--- src/rtl/core/gwmm_pkg.sv ---
`timescale 1ns / 1ps
// gwmm_pkg: shared types and constants of the grid window min/max block
// used by every module under rtl/core except gwmm_ram, depends on nothing

package gwmm_pkg;

  // default sizes of the sample store
  localparam int MaxColsDef    = 256;
  localparam int MaxRowsDef    = 256;
  localparam int SampleBitsDef = 16;

  // fixed field widths
  localparam int IdxW  = 8;               // column and row indices
  localparam int DimW  = 9;               // grid size registers
  localparam int ElevW = 16;              // elevation ports
  localparam int LinW  = IdxW + DimW + 1; // row base plus column offset

  // configuration port
  localparam int CfgIdxW = 1;
  localparam logic [CfgIdxW-1:0] CfgGridWidth  = 1'b0;
  localparam logic [CfgIdxW-1:0] CfgGridHeight = 1'b1;
  localparam logic [DimW-1:0]    DimReset      = 9'd256;

  // transaction functions
  localparam logic FuncWrite = 1'b0;
  localparam logic FuncQuery = 1'b1;

  // results of an empty window
  localparam logic signed [ElevW-1:0] EmptyMin = 16'sh7fff;
  localparam logic signed [ElevW-1:0] EmptyMax = 16'sh8000;

  // control from the sequencer to the min/max unit
  typedef struct packed {
    logic init;    // load the start values before a scan
    logic sample;  // memory read data is valid this cycle
    logic finish;  // last sample, publish the result
    logic empty;   // publish the empty window result
  } acc_ctrl_t;

endpackage

--- src/rtl/core/gwmm_minmax.sv ---
`timescale 1ns / 1ps
// gwmm_minmax: shared compare unit folding samples into a running min and max
// depends on gwmm_pkg

module gwmm_minmax #(
  parameter int SAMPLE_BITS = gwmm_pkg::SampleBitsDef
) (
  input  logic                                clk_i,
  input  logic                                rst_ni,
  input  gwmm_pkg::acc_ctrl_t                 acc_i,
  input  logic signed [SAMPLE_BITS-1:0]       rdata_i,
  output logic signed [gwmm_pkg::ElevW-1:0]   min_elevation_o,
  output logic signed [gwmm_pkg::ElevW-1:0]   max_elevation_o,
  output logic                                empty_window_o,
  output logic                                done_o
);

  import gwmm_pkg::*;

  localparam logic signed [SAMPLE_BITS-1:0] AccHi = {1'b0, {(SAMPLE_BITS-1){1'b1}}};
  localparam logic signed [SAMPLE_BITS-1:0] AccLo = {1'b1, {(SAMPLE_BITS-1){1'b0}}};

  logic signed [SAMPLE_BITS-1:0] min_q, min_d;
  logic signed [SAMPLE_BITS-1:0] max_q, max_d;
  logic signed [ElevW-1:0]       min_out_q, max_out_q;
  logic                          empty_q;
  logic                          done_q;

  // load the start values or fold the current sample
  always_comb begin
    min_d = min_q;
    max_d = max_q;
    if (acc_i.init) begin
      min_d = AccHi;
      max_d = AccLo;
    end else if (acc_i.sample) begin
      if (rdata_i < min_q) min_d = rdata_i;
      if (rdata_i > max_q) max_d = rdata_i;
    end
  end

  // running extremes
  always_ff @(posedge clk_i) begin
    min_q <= min_d;
    max_q <= max_d;
  end

  // result registers, payload
  always_ff @(posedge clk_i) begin
    if (acc_i.empty) begin
      min_out_q <= EmptyMin;
      max_out_q <= EmptyMax;
      empty_q   <= 1'b1;
    end else if (acc_i.finish) begin
      min_out_q <= ElevW'(min_d);
      max_out_q <= ElevW'(max_d);
      empty_q   <= 1'b0;
    end
  end

  // result strobe
  always_ff @(posedge clk_i or negedge rst_ni) begin
    if (!rst_ni) begin
      done_q <= 1'b0;
    end else begin
      done_q <= acc_i.empty | acc_i.finish;
    end
  end

  assign min_elevation_o = min_out_q;
  assign max_elevation_o = max_out_q;
  assign empty_window_o  = empty_q;
  assign done_o          = done_q;

endmodule

--- config.mk ---
export PLATFORM = sky130hd
export DESIGN_NAME = gwmm_minmax
export DESIGN_NICKNAME = d
export VERILOG_FILES = /design/src/rtl/core/gwmm_pkg.sv /design/src/rtl/core/gwmm_minmax.sv
export SDC_FILE = /design/constraint.sdc
export NUM_CORES = 1
export LEC_CHECK = 0
export BUFFER_PORTS_ARGS = -buffer_cell sky130_fd_sc_hd__buf_2
export CORE_MARGIN = 3
export CORE_UTILIZATION = 50
export DETAILED_ROUTE_END_ITERATION = 7
export MAX_ROUTING_LAYER = met4
export PLACE_DENSITY = 0.72
export SLEW_MARGIN = 20
export SYNTH_ARGS = -nofsm -noshare
export SYNTH_HDL_FRONTEND = slang
export SYNTH_SLANG_ARGS = --single-unit
--- constraint.sdc ---
create_clock -name clk_i -period 2.8 [get_ports clk_i]
set_input_delay 0.28 -clock clk_i [delete_from_list [all_inputs] [get_ports clk_i]]
set_output_delay 0.28 -clock clk_i [all_outputs]
set_load 0.01 [all_outputs]
==> results.yml <==
status:
  status: "completed"
power_and_ir_drop:
  vdd_drop_max_v: 0.0004059
  p_per_area_mw_per_mm2: 580.4
  p_leak_nw: 1.785
grt:
  grt_pass1_wl_mm: 12.61
  grt_pass1_vias: 2681
  grt.overflow.total: 0
  gr-usage-all-layers_pct: 21.66
  antenna_found_initial: 0
  grt_max_degree: 35
synthesis:
  synthCells: 365
  yosysMostFrequentCell: "dfxtp_1"
  synth_edf_count: 0
  ys_seq_elements: 66
  synthesis.nets: 418
  synth_common_cells: "65 x dfxtp_1, 46 x a21oi_1, 37 x inv_1, 31 x ha_1"
  async_reset_ff_share_pct: 1.515
  synth.top_cell.area_share_pct: 39.66
  syn_area_mm2: 0.003281
  ys_seq_area_share_pct: 40.43
  postSynthAreaPerCell_um2: 8.988
  synth_top_area_cell: "dfxtp_1"
  post_synth_num_cell_types: 35
  ys_top_cells_by_area: "dfxtp_1 40%, ha_1 12%, a21oi_1 7.0%, a221o_1 4.6%, mux2i_1 4.6%"
  synth_warnings: 0
  synth_flop_cell: "dfxtp_1"
min_path:
  min_from: "acc_i[0]"
  hp-class: "in -> reg"
  whs_endpoint: "empty_window_o$_SDFFE_PP1P_"
  hold_depth: 2
placed_design:
  dpl.hpwl_mm: 5.425
  io_buffers: 55
  place_ws_ns: 0.3016
  place_area_mm2: 0.003632
  place.gp.congestion: 0.8325
cells_and_area:
  area_growth_pct: 17.01
  fill_cells: 555
  diodes: 0
  finalNetCount: 475
  drive_above_1_share_pct: 20.14
  fin_util_pct: 62.61
  final_area_mm2: 0.003839
sta:
  fmax_mhz: 407.6
  finalSetupViolations: 0
  timing.final.ws_setup_ns: 0.3467
  rsz0062_at_grt: "false"
  hold_violations: 0
  min_period_ns: 2.453
  drv_slew: 0
  fin_crit_sh_pct: 87.62
  worst_pin_slew_ns: 0.6933
  timing.hold.ws_ns: 0.1754
  relSlewSlack_pct: 53.68
  setup_tns_ns: 0
  clock_skew_ns: 0.01096
detailed_routing:
  post-route-drc-count: 0
  first_iter_violations: 147
  wl_mm: 7.602
  antenna_left: 0
  via_per_inst: 5.564
  vias: 2793
  dr.pass1.iters: 4
  routedWlPerCell_um: 15.14
cts:
  clk_latency_ns: 0.34
  clockBufferDepth: 2
  post_cts_buffers: 0
  cts_made_buffers: 9
  cts.sinks: 66
  cts_tree: "done"
  htree_levels: 3
  path_clk_slew_ns: 0.07
  root_buffer: "clkbuf_8"
setup_path:
  end_kind: "register"
  worstSetupStartpointType: "register"
  arrival_ns: 2.68
  rrSetupSlack_ns: 0.35
  critPathKind: "reg -> reg"
  rr_endpoint: "max_elevation_o[1]$_SDFFE_PP0P_"
  timing.rr.start: "max_q[15]$_DFF_P_"
  crit_fanout: 31
  r2r_cells: 8
  worstPathRequired_ns: 3.03
floorplanning:
  fp.dieW_um: 87
  initial_utilization_pct: 53.51
  num_rows: 28
  dieHeight_um: 87
  ios: 56
  core_area_mm2: 0.006131
  die_area_mm2: 0.007569
flow_run:
  max_cap_viol_count: 0
==> report_power, final <==
group,total [W],leakage (nW),switching (W),internal (W)
registers,0.00102,0.542,0.0000256,0.000994
clock network,0.000802,0.0953,0.000369,0.000433
logic,0.000407,1.15,0.000246,0.000160
==> critical path, stage by stage (launching register included) <==
cell and delay, ns:
dfxtp_1 0.33, inv_1 0.05, ha_1 0.34, nand4_1 0.13
or2_1 0.17, o41a_1 0.24, nor2b_4 0.62, a211oi_1 0.18
a221o_1 0.28
==> logic make-up (layout without fill, tap and decap cells) <==
| logic type | after synthesis | after routing | share of synthesized area (%) |
|---|---|---|---|
| AND/OR/NAND/NOR | 79 | 79 | 12.01 |
| multiplexers | 15 | 15 | 4.577 |
| AO/OA/AOI/OAI | 117 | 117 | 23.68 |
| adder cells (fa/ha/maj) | 31 | 31 | 11.82 |
| flip-flops | 66 | 66 | 40.43 |
| buffers and inverters | 57 | 119 | 7.475 |
==> routing by layer <==
layer / vias to the layer above / routed length [um] / track usage, %
li1: 1422 / - / -
met1: 1285 / 3622 / 28.09
met2: 77 / 3496 / 33.61
met3: 9 / 390 / 4.636
met4: 0 / 93 / 7.082
met5: - / 0 / -
==> cell type report <==
class,count,area [um2],share of cell area (%)
Clock buffer,11,141.4,3.683
Clock inverter,5,55.05,1.434
Inverter,38,142.6,3.716
Multi-Input combinational cell,242,1714,44.65
Sequential cell,66,1326,34.55
Tap cell,75,93.84,2.445
Timing Repair Buffer,65,365.4,9.518
==> timing repair <==
| action | in CTS | in global routing |
|---|---|---|
| hold buffers | 1 | 0 |
| gates resized for setup | 0 | 0 |
| endpoints found under the hold margin | 1 | 0 |
==> how the worst max path moves through the flow <==
stage,startpoint,to,cells after the start
floorplan,min_q[15]$_DFF_P_,min_elevation_o[4]$_SDFFE_PP1P_,8
global placement,rdata_i[15],max_elevation_o[1]$_SDFFE_PP0P_,8
detailed placement,rdata_i[15],max_elevation_o[14]$_SDFFE_PP0P_,8
CTS,max_q[15]$_DFF_P_,max_elevation_o[1]$_SDFFE_PP0P_,8
global route,max_q[15]$_DFF_P_,max_elevation_o[7]$_SDFFE_PP0P_,8
finish,max_q[15]$_DFF_P_,max_elevation_o[1]$_SDFFE_PP0P_,8
==> state kept, by name, summed over array words and instances (netlist names) <==
register / flops
done_o: 1
empty_window_o: 1
max_elevation_o: 16
max_q: 16
min_elevation_o: 16
min_q: 16
==> cell usage in the layout (no fill, tap or decap), types with 8 or more instances in the layout <==
cell | Yosys | routed
a211oi_1 | 14 | 14
a21oi_1 | 46 | 46
a221o_1 | 15 | 15
buf_2 | 1 | 55
buf_4 | 0 | 8
clkbuf_8 | 0 | 10
dfxtp_1 | 65 | 65
ha_1 | 31 | 31
inv_1 | 37 | 37
mux2i_1 | 15 | 15
nand2_1 | 13 | 13
nand2b_1 | 17 | 17
nand3_1 | 17 | 17
nor2_1 | 22 | 22
o21ai_0 | 22 | 22
==> per-stage QoR <==
step | total power (W) | cells
after detailed placement | 0.001443 | 485
after CTS | 0.002236 | 502
after floorplan | 0.001311 | 365
final | 0.002228 | 502
after global placement | 0.001432 | 485
after global routing | 0.002335 | 502
(Power assumes the default switching activity.)
