$ cat src/rtl/core/gwmm_pkg.sv
`timescale 1ns / 1ps
// gwmm_pkg: shared types and constants of the grid window min/max block
// used by every module under rtl/core except gwmm_ram, depends on nothing

package gwmm_pkg;

  // default sizes of the sample store
  localparam int MaxColsDef    = 256;
  localparam int MaxRowsDef    = 256;
  localparam int SampleBitsDef = 16;

  // fixed field widths
  localparam int IdxW  = 8;               // column and row indices
  localparam int DimW  = 9;               // grid size registers
  localparam int ElevW = 16;              // elevation ports
  localparam int LinW  = IdxW + DimW + 1; // row base plus column offset

  // configuration port
  localparam int CfgIdxW = 1;
  localparam logic [CfgIdxW-1:0] CfgGridWidth  = 1'b0;
  localparam logic [CfgIdxW-1:0] CfgGridHeight = 1'b1;
  localparam logic [DimW-1:0]    DimReset      = 9'd256;

  // transaction functions
  localparam logic FuncWrite = 1'b0;
  localparam logic FuncQuery = 1'b1;

  // results of an empty window
  localparam logic signed [ElevW-1:0] EmptyMin = 16'sh7fff;
  localparam logic signed [ElevW-1:0] EmptyMax = 16'sh8000;

  // control from the sequencer to the min/max unit
  typedef struct packed {
    logic init;    // load the start values before a scan
    logic sample;  // memory read data is valid this cycle
    logic finish;  // last sample, publish the result
    logic empty;   // publish the empty window result
  } acc_ctrl_t;

endpackage

$ cat src/rtl/core/gwmm_seq.sv
`timescale 1ns / 1ps
// gwmm_seq: sequencer for clearing, sample writes and window scans
// depends on gwmm_pkg, drives gwmm_ram and gwmm_minmax

module gwmm_seq #(
  parameter int MAX_COLS    = gwmm_pkg::MaxColsDef,
  parameter int MAX_ROWS    = gwmm_pkg::MaxRowsDef,
  parameter int SAMPLE_BITS = gwmm_pkg::SampleBitsDef,
  localparam int Depth      = MAX_COLS * MAX_ROWS,
  localparam int AddrW      = $clog2(Depth)
) (
  input  logic                               clk_i,
  input  logic                               rst_ni,
  input  logic                               start,
  output logic                               busy,
  input  logic                               func_i,
  input  logic [gwmm_pkg::IdxW-1:0]          col_lo_i,
  input  logic [gwmm_pkg::IdxW-1:0]          col_hi_i,
  input  logic [gwmm_pkg::IdxW-1:0]          row_lo_i,
  input  logic [gwmm_pkg::IdxW-1:0]          row_hi_i,
  input  logic signed [gwmm_pkg::ElevW-1:0]  sample_value_i,
  input  logic [gwmm_pkg::DimW-1:0]          grid_width_i,
  input  logic [gwmm_pkg::DimW-1:0]          grid_height_i,
  output logic                               ram_we_o,
  output logic [AddrW-1:0]                   ram_waddr_o,
  output logic [SAMPLE_BITS-1:0]             ram_wdata_o,
  output logic                               ram_re_o,
  output logic [AddrW-1:0]                   ram_raddr_o,
  output gwmm_pkg::acc_ctrl_t                acc_o
);

  import gwmm_pkg::*;

  localparam logic [2:0] StClear = 3'd0;
  localparam logic [2:0] StIdle  = 3'd1;
  localparam logic [2:0] StSetup = 3'd2;
  localparam logic [2:0] StWrite = 3'd3;
  localparam logic [2:0] StScan  = 3'd4;
  localparam logic [2:0] StDrain = 3'd5;

  localparam logic signed [SAMPLE_BITS-1:0] SatHi = {1'b0, {(SAMPLE_BITS-1){1'b1}}};
  localparam logic signed [SAMPLE_BITS-1:0] SatLo = {1'b1, {(SAMPLE_BITS-1){1'b0}}};
  localparam logic [AddrW-1:0]              LastAddr = AddrW'(Depth - 1);

  logic [2:0]             state_q, state_d;
  logic [AddrW-1:0]       clr_q, clr_d;
  logic                   func_q, func_d;
  logic [IdxW-1:0]        c0_q, c0_d, c1_q, c1_d, r1_q, r1_d;
  logic [IdxW-1:0]        c_q, c_d, r_q, r_d;
  logic [LinW-1:0]        base_q, base_d;
  logic signed [SAMPLE_BITS-1:0] wval_q, wval_d;
  logic                   rd_pend_q;

  logic [DimW-1:0]        w_eff, h_eff;
  logic                   is_empty;
  logic [LinW-1:0]        lin_addr;
  logic signed [32:0]     sv_ext;

  // grid sizes clamped into the supported range
  always_comb begin
    if (grid_width_i < DimW'(2)) w_eff = DimW'(2);
    else if (32'(grid_width_i) > 32'(MAX_COLS)) w_eff = DimW'(MAX_COLS);
    else w_eff = grid_width_i;
    if (grid_height_i < DimW'(2)) h_eff = DimW'(2);
    else if (32'(grid_height_i) > 32'(MAX_ROWS)) h_eff = DimW'(MAX_ROWS);
    else h_eff = grid_height_i;
  end

  assign is_empty = (col_lo_i > col_hi_i) || (row_lo_i > row_hi_i);
  assign sv_ext   = 33'(sample_value_i);
  assign lin_addr = LinW'(base_q + LinW'(c_q));

  // sequencer
  always_comb begin
    state_d = state_q;
    clr_d   = clr_q;
    func_d  = func_q;
    c0_d    = c0_q;
    c1_d    = c1_q;
    r1_d    = r1_q;
    c_d     = c_q;
    r_d     = r_q;
    base_d  = base_q;
    wval_d  = wval_q;
    ram_we_o    = 1'b0;
    ram_waddr_o = AddrW'(lin_addr);
    ram_wdata_o = wval_q;
    ram_re_o    = 1'b0;
    ram_raddr_o = AddrW'(lin_addr);
    acc_o       = '0;
    case (state_q)
      StClear: begin
        ram_we_o    = 1'b1;
        ram_waddr_o = clr_q;
        ram_wdata_o = '0;
        clr_d       = AddrW'(clr_q + 1'b1);
        if (clr_q == LastAddr) state_d = StIdle;
      end
      StIdle: begin
        if (start) begin
          if (func_i == FuncQuery && is_empty) begin
            acc_o.empty = 1'b1;
          end else begin
            func_d = func_i;
            c0_d = ({1'b0, col_lo_i} >= w_eff) ? IdxW'(w_eff - 1'b1) : col_lo_i;
            c1_d = ({1'b0, col_hi_i} >= w_eff) ? IdxW'(w_eff - 1'b1) : col_hi_i;
            r_d  = ({1'b0, row_lo_i} >= h_eff) ? IdxW'(h_eff - 1'b1) : row_lo_i;
            r1_d = ({1'b0, row_hi_i} >= h_eff) ? IdxW'(h_eff - 1'b1) : row_hi_i;
            if (sv_ext > 33'(SatHi)) wval_d = SatHi;
            else if (sv_ext < 33'(SatLo)) wval_d = SatLo;
            else wval_d = SAMPLE_BITS'(sv_ext);
            acc_o.init = 1'b1;
            state_d = StSetup;
          end
        end
      end
      StSetup: begin
        // row base of the first row through the multiplier
        base_d  = LinW'(LinW'(r_q) * LinW'(w_eff));
        c_d     = c0_q;
        state_d = (func_q == FuncWrite) ? StWrite : StScan;
      end
      StWrite: begin
        ram_we_o = 1'b1;
        state_d  = StIdle;
      end
      StScan: begin
        ram_re_o     = 1'b1;
        acc_o.sample = rd_pend_q;
        if (c_q == c1_q) begin
          if (r_q == r1_q) begin
            state_d = StDrain;
          end else begin
            r_d    = IdxW'(r_q + 1'b1);
            c_d    = c0_q;
            base_d = LinW'(base_q + LinW'(w_eff));
          end
        end else begin
          c_d = IdxW'(c_q + 1'b1);
        end
      end
      StDrain: begin
        acc_o.sample = rd_pend_q;
        acc_o.finish = 1'b1;
        state_d      = StIdle;
      end
      default: begin
        state_d = StIdle;
      end
    endcase
  end

  // control state
  always_ff @(posedge clk_i or negedge rst_ni) begin
    if (!rst_ni) begin
      state_q   <= StClear;
      clr_q     <= '0;
      rd_pend_q <= 1'b0;
    end else begin
      state_q   <= state_d;
      clr_q     <= clr_d;
      rd_pend_q <= (state_q == StScan);
    end
  end

  // transaction payload and scan position
  always_ff @(posedge clk_i) begin
    func_q <= func_d;
    c0_q   <= c0_d;
    c1_q   <= c1_d;
    r1_q   <= r1_d;
    c_q    <= c_d;
    r_q    <= r_d;
    base_q <= base_d;
    wval_q <= wval_d;
  end

  assign busy = (state_q != StIdle);

endmodule

$ cat config.mk
export PLATFORM = sky130hd
export DESIGN_NAME = gwmm_seq
export DESIGN_NICKNAME = d
export VERILOG_FILES = /design/src/rtl/core/gwmm_pkg.sv /design/src/rtl/core/gwmm_seq.sv
export SDC_FILE = /design/constraint.sdc
export NUM_CORES = 1
export LEC_CHECK = 0
export BUFFER_PORTS_ARGS = -buffer_cell sky130_fd_sc_hd__buf_4
export CORE_ASPECT_RATIO = 1.25
export CORE_MARGIN = 5
export CORE_UTILIZATION = 35
export DETAILED_ROUTE_END_ITERATION = 8
export PLACE_DENSITY = 0.59
export SLEW_MARGIN = 25
export SYNTH_ARGS = -nofsm -noshare
export SYNTH_HDL_FRONTEND = slang
export SYNTH_SLANG_ARGS = --single-unit
$ cat constraint.sdc
create_clock -name clk_i -period 5.3 [get_ports clk_i]
set_clock_uncertainty 0.15 [all_clocks]
set_input_delay 1.325 -clock clk_i [delete_from_list [all_inputs] [get_ports clk_i]]
set_output_delay 1.325 -clock clk_i [all_outputs]
set_load 0.03 [all_outputs]
==> summary.md <==
| Metric | Value |
|---|---|
| Final Hold Fails | 0 |
| DR pass1 iterations | 6 |
| Vias post-DR | roughly 7,400 |
| CTS Root Cell | clkbuf_16 |
| DRC errors left | 0 |
| Sink Count | 93 |
| Rel. slew slack | between 50% and 60% |
| Pleak | 0.00519 uW |
| Critical path type | input port to flop |
| Crit path required time | between 5 and 6 ns |
| Mean post-synth cell area | roughly 9.1 um2 |
| Unrepaired setup endpoints after global routing | yes |
| Total placed cells including tap cells | ~1,500 |
| Simple-Gate Fraction of Synth Area | between 10% and 20% |
| Mapped Area | between 9000 and 10,000 um2 |
| Placement Cell Area | about 11,000 um2 |
| Die footprint | about 30,000 um2 |
| Layout area overhead | 23.0% |
| Post-synthesis mux area share | 3.05% |
| Routability cong. | 0.919 |
| Vias in the first global route | 7,503 |
| Main combinational cell family by area after synthesis | adder cells |
| Clock share of power | 11.7% |
| Complex-gate fraction of the synthesized area | 12.0% |
| Share of the synthesized area in the top cell type | 23.6% |
| Overall routed net length | 23.8 mm |
| Port-buffer cells | roughly 120 |
| Grt ovf | 0 |
| I/O pin cnt | ~130 |
| Hold path start | func_q |
| Worst R2R Setup Slack | 0.78 ns |
| Pin count of the biggest net entering global routing | 42 |
| Failing checks | setup timing |
| Number of enable flip-flop cells after synthesis | between 70 and 80 |
| Logic pwr share | 65.9% |
| CTS Buf Count | 9 |
| Reg2Reg Capture Point | base_q[14] |
| Startpoint types | input port |
| Status | complete, but fails checks |
| Post-synthesis register bit count | a little over 90 |
| Cell Count, Final, Fillers Out | about 1,500 |
| CP max-delay cell | fa_1 |
| R2R depth | 14 |
| Worst path bufs/invs | 4 |
| Wire per inst | approximately 16 um |
| Post-Synth XOR/XNOR Area | 8.03% |
| CTS tree | yes |
| Synth area leaders | edfxtp_1, ha_1, fa_1, dfrtp_1, and2_1 |
| P_int | around 3100 uW |
| Antenna viol nets, final | 0 |
| Post-synth top flop | edfxtp_1 |
| Core Box Area | about 26,000 um2 |
| Nets@finish | about 1,400 |
| H-tree Lvls | 3 |
| Switching share of total power | between 40% and 50% |
| Worst hold path stage count | 1 |
| P_sw | between 2000 and 3000 uW |
| Final Power | between 5000 and 6000 uW |
| Final worst setup slack | -0.144 ns |
| Slew Limit Fails | 0 |
| Vert. Die Dim | 192 um |
| Sequential area share after synthesis | 29.0% |
| Hold buffer count at CTS | 0 |
| Worst-path cell chain | buf_8 > nor4_4 > nand2b_1 > o311a_4 > nand2_2 > fa_2 > fa_1 > inv_1 > fa_1 > inv_1 > fa_1 > inv_2 > ha_4 > o21a_1 > o31a_1 > o221ai_2 > o21bai_1 > xnor2_1 > mux2i_1 |
| Initial antenna violation count | 0 |
| Least-Margin Pin Slew | 0.707 ns |
| Flop pwr share | 22.4% |
| Worst EP arrival | 5.40 ns |
| Fmax | around 180 MHz |
| Worst-path clk slew | roughly 0.07 ns |
| Synth Area in Adders | between 20% and 30% |
| Initial Util | ~36% |
| Cell family with most CP delay | adder cells |
| Worst path most repeated cell | fa_1 |
| Pwr Density | around 520 nW/um2 |
| Design Area, Final | 11,400 um2 |
| Asr flop ratio synth | between 20% and 30% |
| Gr usage total | between 10% and 20% |
| Final min period | ~5.4 ns |
| HPWL after DPL | approximately 19 mm |
| Core Util, Final | 43.7% |
| Final period utilization | 103% |
| Synth Warn # | 0 |
| Min-Delay Path Class | flop to flop |
| Synthesized Nets | between 1,000 and 1,500 |
| Global-route wire length before repair | about 38 mm |
| Clock Path Buffers | 2 |
| Fill cells | between 2,000 and 3,000 |
| Number of vias per cell | about 4.9 |
| Max cap viols | 0 |
| Yosys cell types | 59 |
| Post-place setup slack | -0.628 ns |
| Peak VDD IR | 0.250 mV |
| Worst-Skew Late Latency | between 0.3 and 0.4 ns |
| Biggest area consumer among synthesized cells | edfxtp_1 |
| Critical Path Max Stage Delay | around 0.51 ns |
| # diodes | 0 |
| R2r startpoint | r_q[7] |
| Final setup fails | 7 |
| Worst Setup End Kind | flop |
| Worst hold endpoint | state_q[1] |
| 1st-iter DRT viols | approximately 330 |
| Post-Synthesis Cells | 1,016 |
| Crit path max fanout | 4 |
| DIE WIDTH | 156 um |
| Share of cells above drive strength 1 | between 20% and 30% |
| Rows | 66 |
-- metal layers --
layer | wire length (um) | share of wire [%] | vias up | global-route usage, %
met5 | 0 | 0 | - | 0
met3 | 1010 | 4.3 | 42 | 2.41
li1 | - | - | 3755 | -
met1 | 10100 | 43 | 3467 | 18.6
met4 | 825 | 3.5 | 0 | 6.70
met2 | 11800 | 50 | 149 | 29.0
-- cells in the mapped netlist, types with 12 or more instances --
cell      number
a211oi_1      12
a21o_1        16
a21oi_1       48
and2_1        69
and3_1        16
clkbuf_1      45
dfrtp_1       20
edfxtp_1      73
fa_1          43
ha_1         105
inv_1        100
mux2_2        18
nand2_1      103
nand3_1       29
nor2_1        57
nor2b_1       17
nor3_1        15
o21ai_0       40
xnor2_1       49
xor2_1        36
-- per-stage QoR --
stage	TNS [ns]	hold WS, ns
floorplan	-1.99	0.288
global placement	-4.52	0.315
detailed placement	-4.97	0.312
CTS	-0.762	0.323
global route	-2.29	0.334
finish	-0.719	0.320
-- placed cells by master, fill, tap and decap left out, types with 8 or more instances in the layout --
cell | Yosys | routed
a211oi_1 | 12 | 11
a21o_1 | 16 | 16
a21oi_1 | 48 | 47
and2_1 | 69 | 66
and3_1 | 16 | 16
buf_4 | 1 | 175
clkbuf_16 | 0 | 9
dfrtp_1 | 20 | 20
edfxtp_1 | 73 | 73
fa_1 | 43 | 37
ha_1 | 105 | 99
inv_1 | 100 | 93
mux2_2 | 18 | 18
mux2i_1 | 8 | 8
nand2_1 | 103 | 101
nand2b_1 | 9 | 9
nand3_1 | 29 | 29
nor2_1 | 57 | 54
nor2b_1 | 17 | 14
nor3_1 | 15 | 14
o21ai_0 | 40 | 31
o31ai_1 | 8 | 8
xnor2_1 | 49 | 49
xor2_1 | 36 | 36
-- kinds of logic after synthesis --
logic type	after synthesis
XOR/XNOR	85
multiplexers	26
flip-flops	93
buffers and inverters	152
AND/OR/NAND/NOR	339
adder cells (fa/ha/maj)	148
AO/OA/AOI/OAI	173
-- what timing repair did --
action,4_1_cts,5_1_grt
setup buffers,6,0
endpoints found under the hold margin,0,0
setup endpoints to repair,8,10
pin swaps,25,13
gates cloned,0,0
resized for setup,18,17
-- area by class of cell --
cell class / instances / area, um2 / area share [%]
Multi-Input combinational cell: 771 / 6210 / 54.5
Sequential cell: 93 / 2690 / 23.6
Timing Repair Buffer: 181 / 1390 / 12.1
Tap cell: 340 / 425 / 3.73
Inverter: 101 / 379 / 3.32
Clock buffer: 9 / 225 / 1.97
Clock inverter: 7 / 87.6 / 0.768
-- flip-flops by register name (all words and copies together), names as in the netlist --
signal,flops
func_q,1
c1_q,8
clr_q,16
state_q,3
c0_q,8
c_q,8
base_q,16
r_q,8
rd_pend_q,1
wval_q,16
r1_q,8
-- power groups by stage --
stage	clock, uW	sequential [uW]	combinational [uW]
2_1_floorplan	0	1220	2750
3_3_place_gp	0	1350	3830
3_5_place_dp	0	1350	3860
4_1_cts	711	1340	3930
5_1_grt	738	1370	4350
6_report	696	1340	3920
-- worst max path at each step --
| stage | start | cells after the start | to |
|---|---|---|---|
| floorplan | grid_width_i[3] | 21 | base_q[13] |
| global placement | grid_width_i[5] | 19 | base_q[13] |
| detailed placement | grid_width_i[5] | 19 | base_q[13] |
| CTS | grid_width_i[3] | 19 | base_q[13] |
| global route | grid_width_i[3] | 19 | base_q[13] |
| finish | grid_width_i[3] | 19 | base_q[13] |
Note: power is estimated with default switching activity, not from simulation.
